$ cat config.mk
export PLATFORM = sky130hd
export DESIGN_NAME = magnetic_angle_speed_tracker
export DESIGN_NICKNAME = d
export VERILOG_FILES = /design/src/rtl/mast_pkg.sv /design/src/rtl/mast_ctrl.sv /design/src/rtl/mast_dp.sv /design/src/rtl/magnetic_angle_speed_tracker.sv
export SDC_FILE = /design/constraint.sdc
export NUM_CORES = 2
export LEC_CHECK = 0
export BUFFER_PORTS_ARGS = -buffer_cell sky130_fd_sc_hd__buf_4
export CORE_ASPECT_RATIO = 1.5
export CORE_MARGIN = 2
export CORE_UTILIZATION = 40
export DETAILED_ROUTE_END_ITERATION = 8
export GPL_ROUTABILITY_DRIVEN = 0
export PLACE_DENSITY = 0.65
export SLEW_MARGIN = 20
export SYNTH_ARGS = -nofsm -noshare
export SYNTH_HDL_FRONTEND = slang
export SYNTH_SLANG_ARGS = --single-unit
$ cat constraint.sdc
create_clock -name clk -period 12.9 [get_ports clk]
set_clock_uncertainty 0.05 [all_clocks]
set_input_delay 0.645 -clock clk [delete_from_list [all_inputs] [get_ports clk]]
set_output_delay 0.645 -clock clk [all_outputs]
set_load 0.02 [all_outputs]
$ cat src/rtl/mast_pkg.sv
`default_nettype none
package mast_pkg;
	localparam int CORDIC_STEPS_DEF = 16;
	localparam int TIME_WIDTH_DEF   = 32;
	localparam int CW = 28;
	localparam int DW = 44;
	localparam int CNT_W = 6;
	localparam logic signed [31:0] DEG90  = 32'sd5898240;
	localparam logic signed [31:0] DEG180 = 32'sd11796480;
	localparam logic signed [31:0] DEG270 = 32'sd17694720;
	localparam logic signed [31:0] DEG360 = 32'sd23592960;
	localparam logic [19:0] US_PER_S = 20'd1000000;

	typedef struct packed {
		logic load;
		logic cordic_step;
		logic head;
		logic mult;
		logic div_init;
		logic div_step;
		logic commit;
		logic [4:0] idx;
	} cmd_t;

	typedef struct packed {
		logic dt_zero;
	} sts_t;

	function automatic logic [31:0] atan_tab(input logic [4:0] i);
		logic [31:0] v;
		case (i)
			5'd0: v = 32'd2949120;
			5'd1: v = 32'd1740967;
			5'd2: v = 32'd919879;
			5'd3: v = 32'd466945;
			5'd4: v = 32'd234379;
			5'd5: v = 32'd117304;
			5'd6: v = 32'd58666;
			5'd7: v = 32'd29335;
			5'd8: v = 32'd14668;
			5'd9: v = 32'd7334;
			5'd10: v = 32'd3667;
			5'd11: v = 32'd1833;
			5'd12: v = 32'd917;
			5'd13: v = 32'd458;
			5'd14: v = 32'd229;
			5'd15: v = 32'd115;
			5'd16: v = 32'd57;
			5'd17: v = 32'd29;
			5'd18: v = 32'd14;
			5'd19: v = 32'd7;
			5'd20: v = 32'd4;
			5'd21: v = 32'd2;
			5'd22: v = 32'd1;
			default: v = 32'd0;
		endcase
		return v;
	endfunction
endpackage
`default_nettype wire

$ cat src/rtl/mast_ctrl.sv
`default_nettype none
module mast_ctrl #(
	parameter int CORDIC_STEPS = mast_pkg::CORDIC_STEPS_DEF
) (
	input  wire logic       clk,
	input  wire logic       arst_n,
	input  wire logic       in_valid,
	output logic            in_stall,
	input  wire logic       reading_valid,
	output logic            out_valid,
	input  wire logic       out_stall,
	input  wire mast_pkg::sts_t sts,
	output mast_pkg::cmd_t  cmd
);
	typedef enum logic [2:0] {IDLE, CORD, HEAD, MULT, DIV, FIN} state_t;
	state_t state_q;
	logic [mast_pkg::CNT_W-1:0] cnt_q;
	logic slot_free;

	assign slot_free = !(out_valid && out_stall);
	assign in_stall = (state_q != IDLE);

	always_comb begin
		cmd = '0;
		cmd.idx = cnt_q[4:0];
		unique case (state_q)
			IDLE: cmd.load = in_valid;
			CORD: cmd.cordic_step = 1'b1;
			HEAD: cmd.head = 1'b1;
			MULT: cmd.mult = 1'b1;
			DIV: cmd.div_step = 1'b1;
			FIN: cmd.commit = slot_free;
			default: ;
		endcase
		if (state_q == MULT) cmd.div_init = 1'b1;
	end

	always_ff @(posedge clk or negedge arst_n) begin
		if (!arst_n) begin
			state_q <= IDLE;
			cnt_q <= '0;
			out_valid <= 1'b0;
		end else begin
			if (out_valid && !out_stall) out_valid <= 1'b0;
			unique case (state_q)
				IDLE: begin
					cnt_q <= '0;
					if (in_valid) state_q <= reading_valid ? CORD : FIN;
				end
				CORD: begin
					if (cnt_q == mast_pkg::CNT_W'(CORDIC_STEPS - 1)) begin
						cnt_q <= '0;
						state_q <= HEAD;
					end else cnt_q <= cnt_q + 1'b1;
				end
				HEAD: state_q <= MULT;
				MULT: state_q <= DIV;
				DIV: begin
					if (sts.dt_zero) state_q <= FIN;
					else if (cnt_q == mast_pkg::CNT_W'(mast_pkg::DW - 1)) begin
						cnt_q <= '0;
						state_q <= FIN;
					end else cnt_q <= cnt_q + 1'b1;
				end
				FIN: begin
					if (slot_free) begin
						out_valid <= 1'b1;
						state_q <= IDLE;
					end
				end
				default: state_q <= IDLE;
			endcase
		end
	end
endmodule
`default_nettype wire

$ cat src/rtl/mast_dp.sv
`default_nettype none
module mast_dp #(
	parameter int TIME_WIDTH = mast_pkg::TIME_WIDTH_DEF
) (
	input  wire logic               clk,
	input  wire logic               arst_n,
	input  wire mast_pkg::cmd_t     cmd,
	output mast_pkg::sts_t          sts,
	input  wire logic signed [15:0] x_reading,
	input  wire logic signed [15:0] y_reading,
	input  wire logic               reading_valid,
	input  wire logic [31:0]        time_us,
	output logic                    updated,
	output logic signed [31:0]      total_angle,
	output logic signed [31:0]      smoothed_speed
);
	localparam int CW = mast_pkg::CW;
	localparam int DW = mast_pkg::DW;
	localparam int RW = ((TIME_WIDTH > DW) ? TIME_WIDTH : DW) + 1;

	logic signed [15:0] xin_q, yin_q;
	logic vin_q;
	logic [31:0] tin_q;
	logic signed [CW-1:0] cx_q, cy_q;
	logic signed [31:0] cz_q;
	logic signed [31:0] heading_q, delta_q;
	logic [TIME_WIDTH-1:0] dt_q;
	logic [DW-1:0] div_q, quo_q;
	logic [RW-1:0] rem_q;
	logic [31:0] last_time_q;
	logic signed [31:0] last_heading_q, acc_q, avg_q;
	logic upd_q;

	logic signed [CW-1:0] x0, y0, xsh, ysh;
	logic signed [31:0] head_c, dlt, dlt_u, zw;
	logic [23:0] mag;
	logic [RW-1:0] r_sh, dte;
	logic signed [31:0] raw;
	logic signed [32:0] sum;

	assign sts.dt_zero = (dt_q == '0);
	assign updated = upd_q;
	assign total_angle = acc_q;
	assign smoothed_speed = avg_q;

	always_comb begin
		x0 = CW'(x_reading) <<< 8;
		y0 = CW'(y_reading) <<< 8;
		xsh = cx_q >>> cmd.idx;
		ysh = cy_q >>> cmd.idx;
		zw = cz_q;
		if (cz_q < 0) zw = cz_q + mast_pkg::DEG360;
		else if (cz_q >= mast_pkg::DEG360) zw = cz_q - mast_pkg::DEG360;
		if (xin_q == 0)
			head_c = (yin_q == 0) ? 32'sd0 : ((yin_q > 0) ? mast_pkg::DEG90 : mast_pkg::DEG270);
		else if (yin_q == 0)
			head_c = (xin_q > 0) ? 32'sd0 : mast_pkg::DEG180;
		else head_c = zw;
		dlt = head_c - last_heading_q;
		dlt_u = dlt;
		if (!(dlt < mast_pkg::DEG180 && dlt > -mast_pkg::DEG180))
			dlt_u = (dlt > 0) ? dlt - mast_pkg::DEG360 : dlt + mast_pkg::DEG360;
		mag = (delta_q < 0) ? 24'(-delta_q) : delta_q[23:0];
		r_sh = {rem_q[RW-2:0], div_q[DW-1]};
		dte = RW'(dt_q);
		if (sts.dt_zero)
			raw = (delta_q > 0) ? 32'sh7fffffff : ((delta_q < 0) ? 32'sh80000000 : 32'sd0);
		else if (delta_q >= 0)
			raw = (quo_q > DW'(32'h7fffffff)) ? 32'sh7fffffff : $signed(quo_q[31:0]);
		else
			raw = (quo_q > DW'(33'h80000000)) ? 32'sh80000000 : -$signed(quo_q[31:0]);
		sum = 33'(avg_q) + 33'(raw);
	end

	always_ff @(posedge clk) begin
		if (cmd.load) begin
			xin_q <= x_reading;
			yin_q <= y_reading;
			vin_q <= reading_valid;
			tin_q <= time_us;
			if (x_reading < 0) begin
				cx_q <= -x0;
				cy_q <= -y0;
				cz_q <= mast_pkg::DEG180;
			end else begin
				cx_q <= x0;
				cy_q <= y0;
				cz_q <= '0;
			end
		end
		if (cmd.cordic_step) begin
			if (cy_q > 0) begin
				cx_q <= cx_q + ysh;
				cy_q <= cy_q - xsh;
				cz_q <= cz_q + $signed(mast_pkg::atan_tab(cmd.idx));
			end else begin
				cx_q <= cx_q - ysh;
				cy_q <= cy_q + xsh;
				cz_q <= cz_q - $signed(mast_pkg::atan_tab(cmd.idx));
			end
		end
		if (cmd.head) begin
			heading_q <= head_c;
			delta_q <= dlt_u;
			dt_q <= TIME_WIDTH'(tin_q) - TIME_WIDTH'(last_time_q);
		end
		if (cmd.mult) div_q <= DW'(mag) * DW'(mast_pkg::US_PER_S);
		if (cmd.div_init) begin
			rem_q <= '0;
			quo_q <= '0;
		end
		if (cmd.div_step) begin
			if (r_sh >= dte) begin
				rem_q <= r_sh - dte;
				quo_q <= {quo_q[DW-2:0], 1'b1};
			end else begin
				rem_q <= r_sh;
				quo_q <= {quo_q[DW-2:0], 1'b0};
			end
			div_q <= {div_q[DW-2:0], 1'b0};
		end
	end

	always_ff @(posedge clk or negedge arst_n) begin
		if (!arst_n) begin
			last_time_q <= '0;
			last_heading_q <= '0;
			acc_q <= '0;
			avg_q <= '0;
			upd_q <= 1'b0;
		end else if (cmd.commit) begin
			upd_q <= vin_q;
			if (vin_q) begin
				last_time_q <= tin_q;
				last_heading_q <= heading_q;
				acc_q <= acc_q + delta_q;
				avg_q <= sum[32:1];
			end
		end
	end
endmodule
`default_nettype wire

$ cat src/rtl/magnetic_angle_speed_tracker.sv
// Sequence for a valid reading: accept, CORDIC_STEPS CORDIC steps, HEAD, MULT, the serial
// divider (left at once when dt is 0) and FIN; an invalid one goes from accept to FIN.
// One item at a time: in_stall is high until FIN hands the result on. The shared
// CORDIC stage and the 44-step serial divider take up most of the time per item.
// A new item is accepted while a result waits.
// Reset (arst_n low) clears the time, heading, angle and speed state to zero.
`default_nettype none
module magnetic_angle_speed_tracker #(
	parameter int CORDIC_STEPS = mast_pkg::CORDIC_STEPS_DEF,
	parameter int TIME_WIDTH   = mast_pkg::TIME_WIDTH_DEF
) (
	input  wire logic               clk,
	input  wire logic               arst_n,
	input  wire logic               in_valid,
	output logic                    in_stall,
	input  wire logic signed [15:0] x_reading,
	input  wire logic signed [15:0] y_reading,
	input  wire logic               reading_valid,
	input  wire logic [31:0]        time_us,
	output logic                    out_valid,
	input  wire logic               out_stall,
	output logic                    updated,
	output logic signed [31:0]      total_angle,
	output logic signed [31:0]      smoothed_speed
);
	mast_pkg::cmd_t cmd;
	mast_pkg::sts_t sts;

	mast_ctrl #(.CORDIC_STEPS(CORDIC_STEPS)) u_ctrl (
		.clk(clk), .arst_n(arst_n), .in_valid(in_valid), .in_stall(in_stall),
		.reading_valid(reading_valid), .out_valid(out_valid), .out_stall(out_stall),
		.sts(sts), .cmd(cmd)
	);

	mast_dp #(.TIME_WIDTH(TIME_WIDTH)) u_dp (
		.clk(clk), .arst_n(arst_n), .cmd(cmd), .sts(sts),
		.x_reading(x_reading), .y_reading(y_reading), .reading_valid(reading_valid),
		.time_us(time_us), .updated(updated), .total_angle(total_angle),
		.smoothed_speed(smoothed_speed)
	);
endmodule
`default_nettype wire
# Word level (Yosys, flattened, before mapping)
# Memories as Yosys holds them, arrays and structs flattened.
# Index checks and enable logic that the tools add are counted.
dict set report totals {
  n_memories 2
  wordCells 150
  out_inout_bits 67
  romBits 1408
  register_bits 514
  input_bits 69
}
dict set report op_classes {
  n_eq_ne 12
  n_mul 1
  muxes 60
  reduce_logical 16
  n_lt_le_gt_ge 15
  n_shift 2
  addsub 20
}
# memory words word_bits read_ports rd_clocked_by_memory_dff wr line_no
set mem_list {}
lappend mem_list {{(name not given)} 32 22 1 0 0 mast_pkg.sv:31} ;# case (i)
lappend mem_list {{(name not given)} 32 22 1 0 0 mast_pkg.sv:31}
# op count
set op_table {}
lappend op_table {{$mux 32} 20}
lappend op_table {{$mux 44} 7}
lappend op_table {{$mux 28} 8}
lappend op_table {{$logic_not 32->1} 3}
lappend op_table {{$sub 32x32->32} 3}
lappend op_table {{$mux 24} 3}
lappend op_table {{$add 32x26->32 const B} 2}
lappend op_table {{$add 32x32->32} 2}
lappend op_table {{$gt 32x1->1 const B} 2}
lappend op_table {{$lt 32x1->1 const B} 2}
lappend op_table {{$sub 32x26->32 const B} 2}
lappend op_table {{$add 28x28->28} 2}
lappend op_table {{$neg 24->28} 2}
lappend op_table {{$sshr 28x5->28} 2}
lappend op_table {{$sub 28x28->28} 2}
lappend op_table {{$ge 45x32->1} 1}
lappend op_table {{$gt 44x31->1 const B} 1}
lappend op_table {{$gt 44x32->1 const B} 1}
lappend op_table {{$sub 44x32->44} 1}
lappend op_table {{$mul 24x14->38 const B} 1}
lappend op_table {{$add 32x32->33} 1}
lappend op_table {{$ge 32x1->1 const B} 1}
lappend op_table {{$ge 32x26->1 const B} 1}
lappend op_table {{$gt 16x1->1 const B} 2}
lappend op_table {{28 further kinds} 54}

# Depth between registers and ports, before layout
dict set report logic_depth {
  word_depth 9
  depth_mapped 34
  mapped_depth_nobuf 34
}

# Cells and area by module
# Synthesis repeated with hierarchy kept, for this count alone.
dict set report hier_totals {
  hier_cells 4736
  hier_area_um2 44838.0
}
# module area_each_um2 cells_each n_inst seq_area_each_um2
set modules_own_cells {}
lappend modules_own_cells {mast_dp 44119.8 4653 1 14488.9}
lappend modules_own_cells {mast_ctrl 718.2 83 1 250.2}

# Worst setup path after synthesis
# Ideal clock, no wire load.
dict set report synth_timing {
  kind {reg2reg}
  start {reg u_ctrl.state_q[1]}
  end {reg u_dp.div_q[10], enable pin}
  setup_ns 0.788
  path_buffers 1
  required_time_ns 12.062
  path_stages_with_launch 4
  arrival_time_ns 9.490
  synth_period_minus_slack_ns 10.327
  path_slack_ns 2.573
  cell_sequence {dfrtp_1 clkbuf_1 nand2_1 o21ai_0}
}
dict set report synth_between {
  elab_chain_cells 3
  elab_cells_between_ends 5
  cone_classes {eq/ne: 2; mux: 2; reduce/logical: 1}
}
# item line_no
set synth_lines {}
lappend synth_lines {{start: declaration} mast_ctrl.sv:16} ;# state_t state_q;
lappend synth_lines {{start signal: assignment} mast_ctrl.sv:48} ;# if (in_valid) state_q <= reading_valid ? CORD : FIN;
lappend synth_lines {{$eq 3x3->1 / $eq 3x2->1 (equally long branches)} mast_ctrl.sv:26} ;# unique case (state_q)
lappend synth_lines {{$mux 1} mast_ctrl.sv:26}
lappend synth_lines {{$reduce_bool 2->1 (no line) (*)} n/a}
lappend synth_lines {{end signal: assignment} mast_dp.sv:107} ;# if (cmd.mult) div_q <= DW'(mag) * DW'(mast_pkg::US_PER_S);
lappend synth_lines {{end signal: assignment} mast_dp.sv:120} ;# div_q <= {div_q[DW-2:0], 1'b0};
lappend synth_lines {{end: declaration} mast_dp.sv:28} ;# logic [DW-1:0] div_q, quo_q;
# Mark *: on every way between the ends. The rest lies on a longest branch, timed or not.
# A chain may end at the register's enable or synchronous reset.

# Worst setup path after layout
dict set report layout_timing {
  start {reg u_dp.delta_q[0]}
  end {reg u_dp.div_q[39] (data pin)}
}
dict set report layout_between {
  elab_chain_cells 5
  elab_cells_between_ends 6
  cone_classes {add/sub: 1; mul: 1; order compare: 1; mux: 3}
}
# item line_no
set layout_lines {}
lappend layout_lines {{start: declaration} mast_dp.sv:26} ;# logic signed [31:0] heading_q, delta_q;
lappend layout_lines {{start signal: assignment} mast_dp.sv:104} ;# delta_q <= dlt_u;
lappend layout_lines {{$lt 32x1->1 / $neg 24->24 (equally long branches)} mast_dp.sv:63} ;# mag = (delta_q < 0) ? 24'(-delta_q) : delta_q[23:0];
lappend layout_lines {{$mux 24 (*)} mast_dp.sv:63}
lappend layout_lines {{$mul 24x14->38 (*)} mast_dp.sv:107}
lappend layout_lines {{$mux 44 (*)} mast_dp.sv:107}
lappend layout_lines {{$mux 44 (*)} mast_dp.sv:112} ;# if (cmd.div_step) begin
# Mark *: on every way between the ends. The rest lies on a longest branch, timed or not. The select of a mux whose other input is x is not followed.

==> run summary <==
STATUS
----------------------------------------------------------------------------------------
Result of the run .........................................................    completed

SYNTH
----------------------------------------------------------------------------------------
Number of flip-flops and latches in the synthesized netlist ...............          514
Count of flip-flops with a built-in enable after synthesis ................          375
Xor/xnor share of the synthesized area ....................................       0.0743
Post-Syn Instances ........................................................         4739
Largest family of logic cells by synthesized area ......................... compound AO/OA/AOI/OAI gates
Most used flip-flop cell after synthesis ..................................     edfxtp_1
Synth Area in Adders ......................................................        0.159
Average footprint of a synthesized cell ...................................     9.38 µm²
Number of nets produced by synthesis ......................................         5309
Sequential-to-total area share from yosys stat ............................        0.332
Count of cell types in the netlist ........................................          101
Yosys warns ...............................................................            0
Netlist area before placement .............................................    44500 µm²
Async set-reset flop share out of synthesis ...............................        0.270
Post-Synth Simple-Gate Area ...............................................        0.152
Post-synthesis compound-gate area fraction ................................        0.175
Fraction of synthesized area in multiplexers ..............................       0.0644

CRITICAL PATH
----------------------------------------------------------------------------------------
Worst endpoint data arrival time ..........................................      8.63 ns
Maximum fanout count along the critical path ..............................           10
Crit path capture type ....................................................     register
Data required time of the critical path ...................................     13.22 ns
Element type at the critical path start ...................................     register
Setup Crit Path Kind ......................................................      reg2reg

CLOCKING
----------------------------------------------------------------------------------------
Sinks on Clock Net ........................................................          514
Worst-path clk slew .......................................................      0.06 ns
Root buf cell .............................................................    clkbuf_16
CTS tree ..................................................................        built
Number of buffers inserted by hold repair at cts ..........................            1
Source-to-sink clock delay at the later pin of the worst-skew pair ........      0.66 ns
H-Tree Depth ..............................................................            2
Number of buffers added for setup after CTS ...............................            0
# resized after CTS .......................................................            0
Num CTS Buffers ...........................................................           57
Maximum buffer depth of the clock tree ....................................            3

FINAL LAYOUT
----------------------------------------------------------------------------------------
Antenna cell count ........................................................            0
Net count of the finished layout ..........................................         5364
Share of layout cells above drive strength 1 ..............................        0.106
Area added between synthesis and finish ...................................        9.74%
Commonest non-fill, non-tap cells in the layout ........................... 430 x nand2_1, 418 x a21oi_1, 397 x ha_1
Most frequent standard cell in the layout excluding fill and tap cells ....      nand2_1

TIMING
----------------------------------------------------------------------------------------
Total Negative Setup Slacks ...............................................         0 ns
Final critical-path required period .......................................      8.31 ns
Total setup violations reported at the end of the flow ....................            0
Final count of hold timing violations .....................................            0
Worst Max-Slew Pin Slew ...................................................      1.05 ns
Remaining max-slew budget at the tightest pin .............................        0.293
RSZ-0062 raised after global routing ......................................        false
Final max-slew violation count ............................................            0
Portion of the clock cycle consumed by the worst path in the final layout .        0.644
Highest clock frequency the design can meet ...............................      120 MHz

DETAILED ROUTING
----------------------------------------------------------------------------------------
Post-route DRC violation count ............................................            0
Total Routed Length .......................................................    116000 µm
Antenna viol nets, final ..................................................            0
Starting DRT DRC Count ....................................................         2301
Via Count .................................................................        35.7k
Final routed wire length divided by cell count ............................      18.4 µm
Via-per-instance ratio ....................................................         5.69
First drt pass iteration count ............................................            6

JOB
----------------------------------------------------------------------------------------
Count of max-cap constraint violations ....................................            0

GRT
----------------------------------------------------------------------------------------
Wire length of the first global-routing pass ..............................    185000 µm
Antenna violations before repair ..........................................            2
GRT Residual Overflow .....................................................            0
Number of global-route vias before repair .................................        35.5k
Overall global routing resource usage .....................................        0.199
Pin count of the biggest net entering global routing ......................           78

PLACED DESIGN
----------------------------------------------------------------------------------------
Final HPWL from detailed placement ........................................     88400 µm
Number of buffers added on ports ..........................................          135

DIE
----------------------------------------------------------------------------------------
Placement row count .......................................................          149
Die boundary height .......................................................       412 µm
I/O pins ..................................................................          136
Placeable core region .....................................................   110000 µm²
Die X-Extent ..............................................................       276 µm
Initial standard-cell utilization of the core .............................        0.404
DIE AREA ..................................................................   114000 µm²

WORST HOLD PATH
----------------------------------------------------------------------------------------
Class of the tightest hold or removal check ...............................       in2reg

worst max-delay path, cell delays in order (launching register included):
cell	delay, ns
edfxtp_1	0.57
inv_1	0.15
ha_1	0.19
or4b_4	0.49
or3_1	0.42
o31ai_1	0.28
xnor2_1	0.45
fa_1	0.59
fa_1	0.55
fa_1	0.59
fa_1	0.43
ha_1	0.30
inv_1	0.06
fa_1	0.50
inv_1	0.04
ha_1	0.20
a21o_1	0.19
a21o_1	0.17
a21oi_1	0.35
nand3b_1	0.12
a31oi_1	0.32
nor3b_1	0.13
o21ai_0	0.30
o21ai_0	0.15
a21oi_1	0.20
xor2_1	0.16
o21ai_0	0.10
cell usage after synthesis, types with 109 or more instances:
library cell	instances	area (µm²)
nand2_1	431	1620
a21oi_1	419	2100
ha_1	397	4970
edfxtp_1	375	11300
nor2_1	346	1300
o21ai_0	326	1630
inv_1	315	1180
xnor2_1	222	1940
xor2_1	155	1360
dfrtp_1	139	3480
clkbuf_1	134	503
a21o_1	109	818
metal layers:
metal	part of all wire	wire length, µm	track usage
met3	0.035	4090	0.0221
met1	0.39	45600	0.221
met5	0.00027	31	0
met4	0.058	6770	0.109
met2	0.51	59200	0.373
logic make-up (layout without fill, tap and decap cells):
group | after synthesis | in the layout
and+or+nand+nor | 1392 | 1392
AOI/OAI and AO/OA | 1266 | 1266
DFF | 514 | 514
adders and majority gates | 501 | 501
buffers and inverters | 500 | 604
xor gates and xnor gates | 377 | 377
muxes | 189 | 189
final timing paths:
check / start / to / slack, ns / cells after the start
max: u_dp.delta_q[0] / u_dp.div_q[39] / 4.59 / 26
min: time_us[1] / u_dp.tin_q[1] / 0.11 / 1
max reg2reg: u_dp.delta_q[0] / u_dp.div_q[39] / 4.59 / 26
min reg2reg: u_dp.heading_q[2] / u_dp.last_heading_q[2] / 0.42 / 1
max in group asynchronous: arst_n / u_ctrl.cnt_q[0] / 10.49 / 4
min in group asynchronous: arst_n / u_dp.last_time_q[14] / 0.43 / 2
registers in the layout, indices dropped and copies added (netlist names), 3 cells and up:
signal,flops
u_ctrl.cnt_q,6
u_ctrl.state_q,3
u_dp.cx_q,28
u_dp.cy_q,28
u_dp.cz_q,32
u_dp.delta_q,32
u_dp.div_q,38
u_dp.dt_q,32
u_dp.heading_q,32
u_dp.last_heading_q,32
u_dp.last_time_q,32
u_dp.quo_q,44
u_dp.rem_q,44
u_dp.smoothed_speed,32
u_dp.tin_q,32
u_dp.total_angle,32
u_dp.xin_q,16
u_dp.yin_q,16
layout make-up:
type | count | area (µm²)
timing repair buffer | 176 | 1350
multi-input combinational | 3725 | 27800
sequential | 514 | 14700
clock buffer | 79 | 1610
tap | 1434 | 1790
inverter | 320 | 1200
fill | 10500 | 61400
clock inverter | 29 | 248
per-stage QoR:
stage | cells | hold slack (ns) | setup slack [ns] | instance area, µm² | util
after floorplan | 4739 | 0.299 | 2.57 | 44500 | -
after global placement | 6167 | 0.407 | 4.72 | 46900 | 0.426
after detailed placement | 6167 | 0.416 | 4.61 | 46900 | 0.426
after CTS | 6276 | 0.0496 | 4.61 | 48800 | 0.443
after global routing | 6277 | 0.0692 | 4.14 | 48800 | 0.443
final | 6277 | 0.107 | 4.59 | 48800 | 0.443
Power is left out: the tool's default activity adds up to more than one toggle a clock period on the data nets, which glitch-free logic cannot reach.
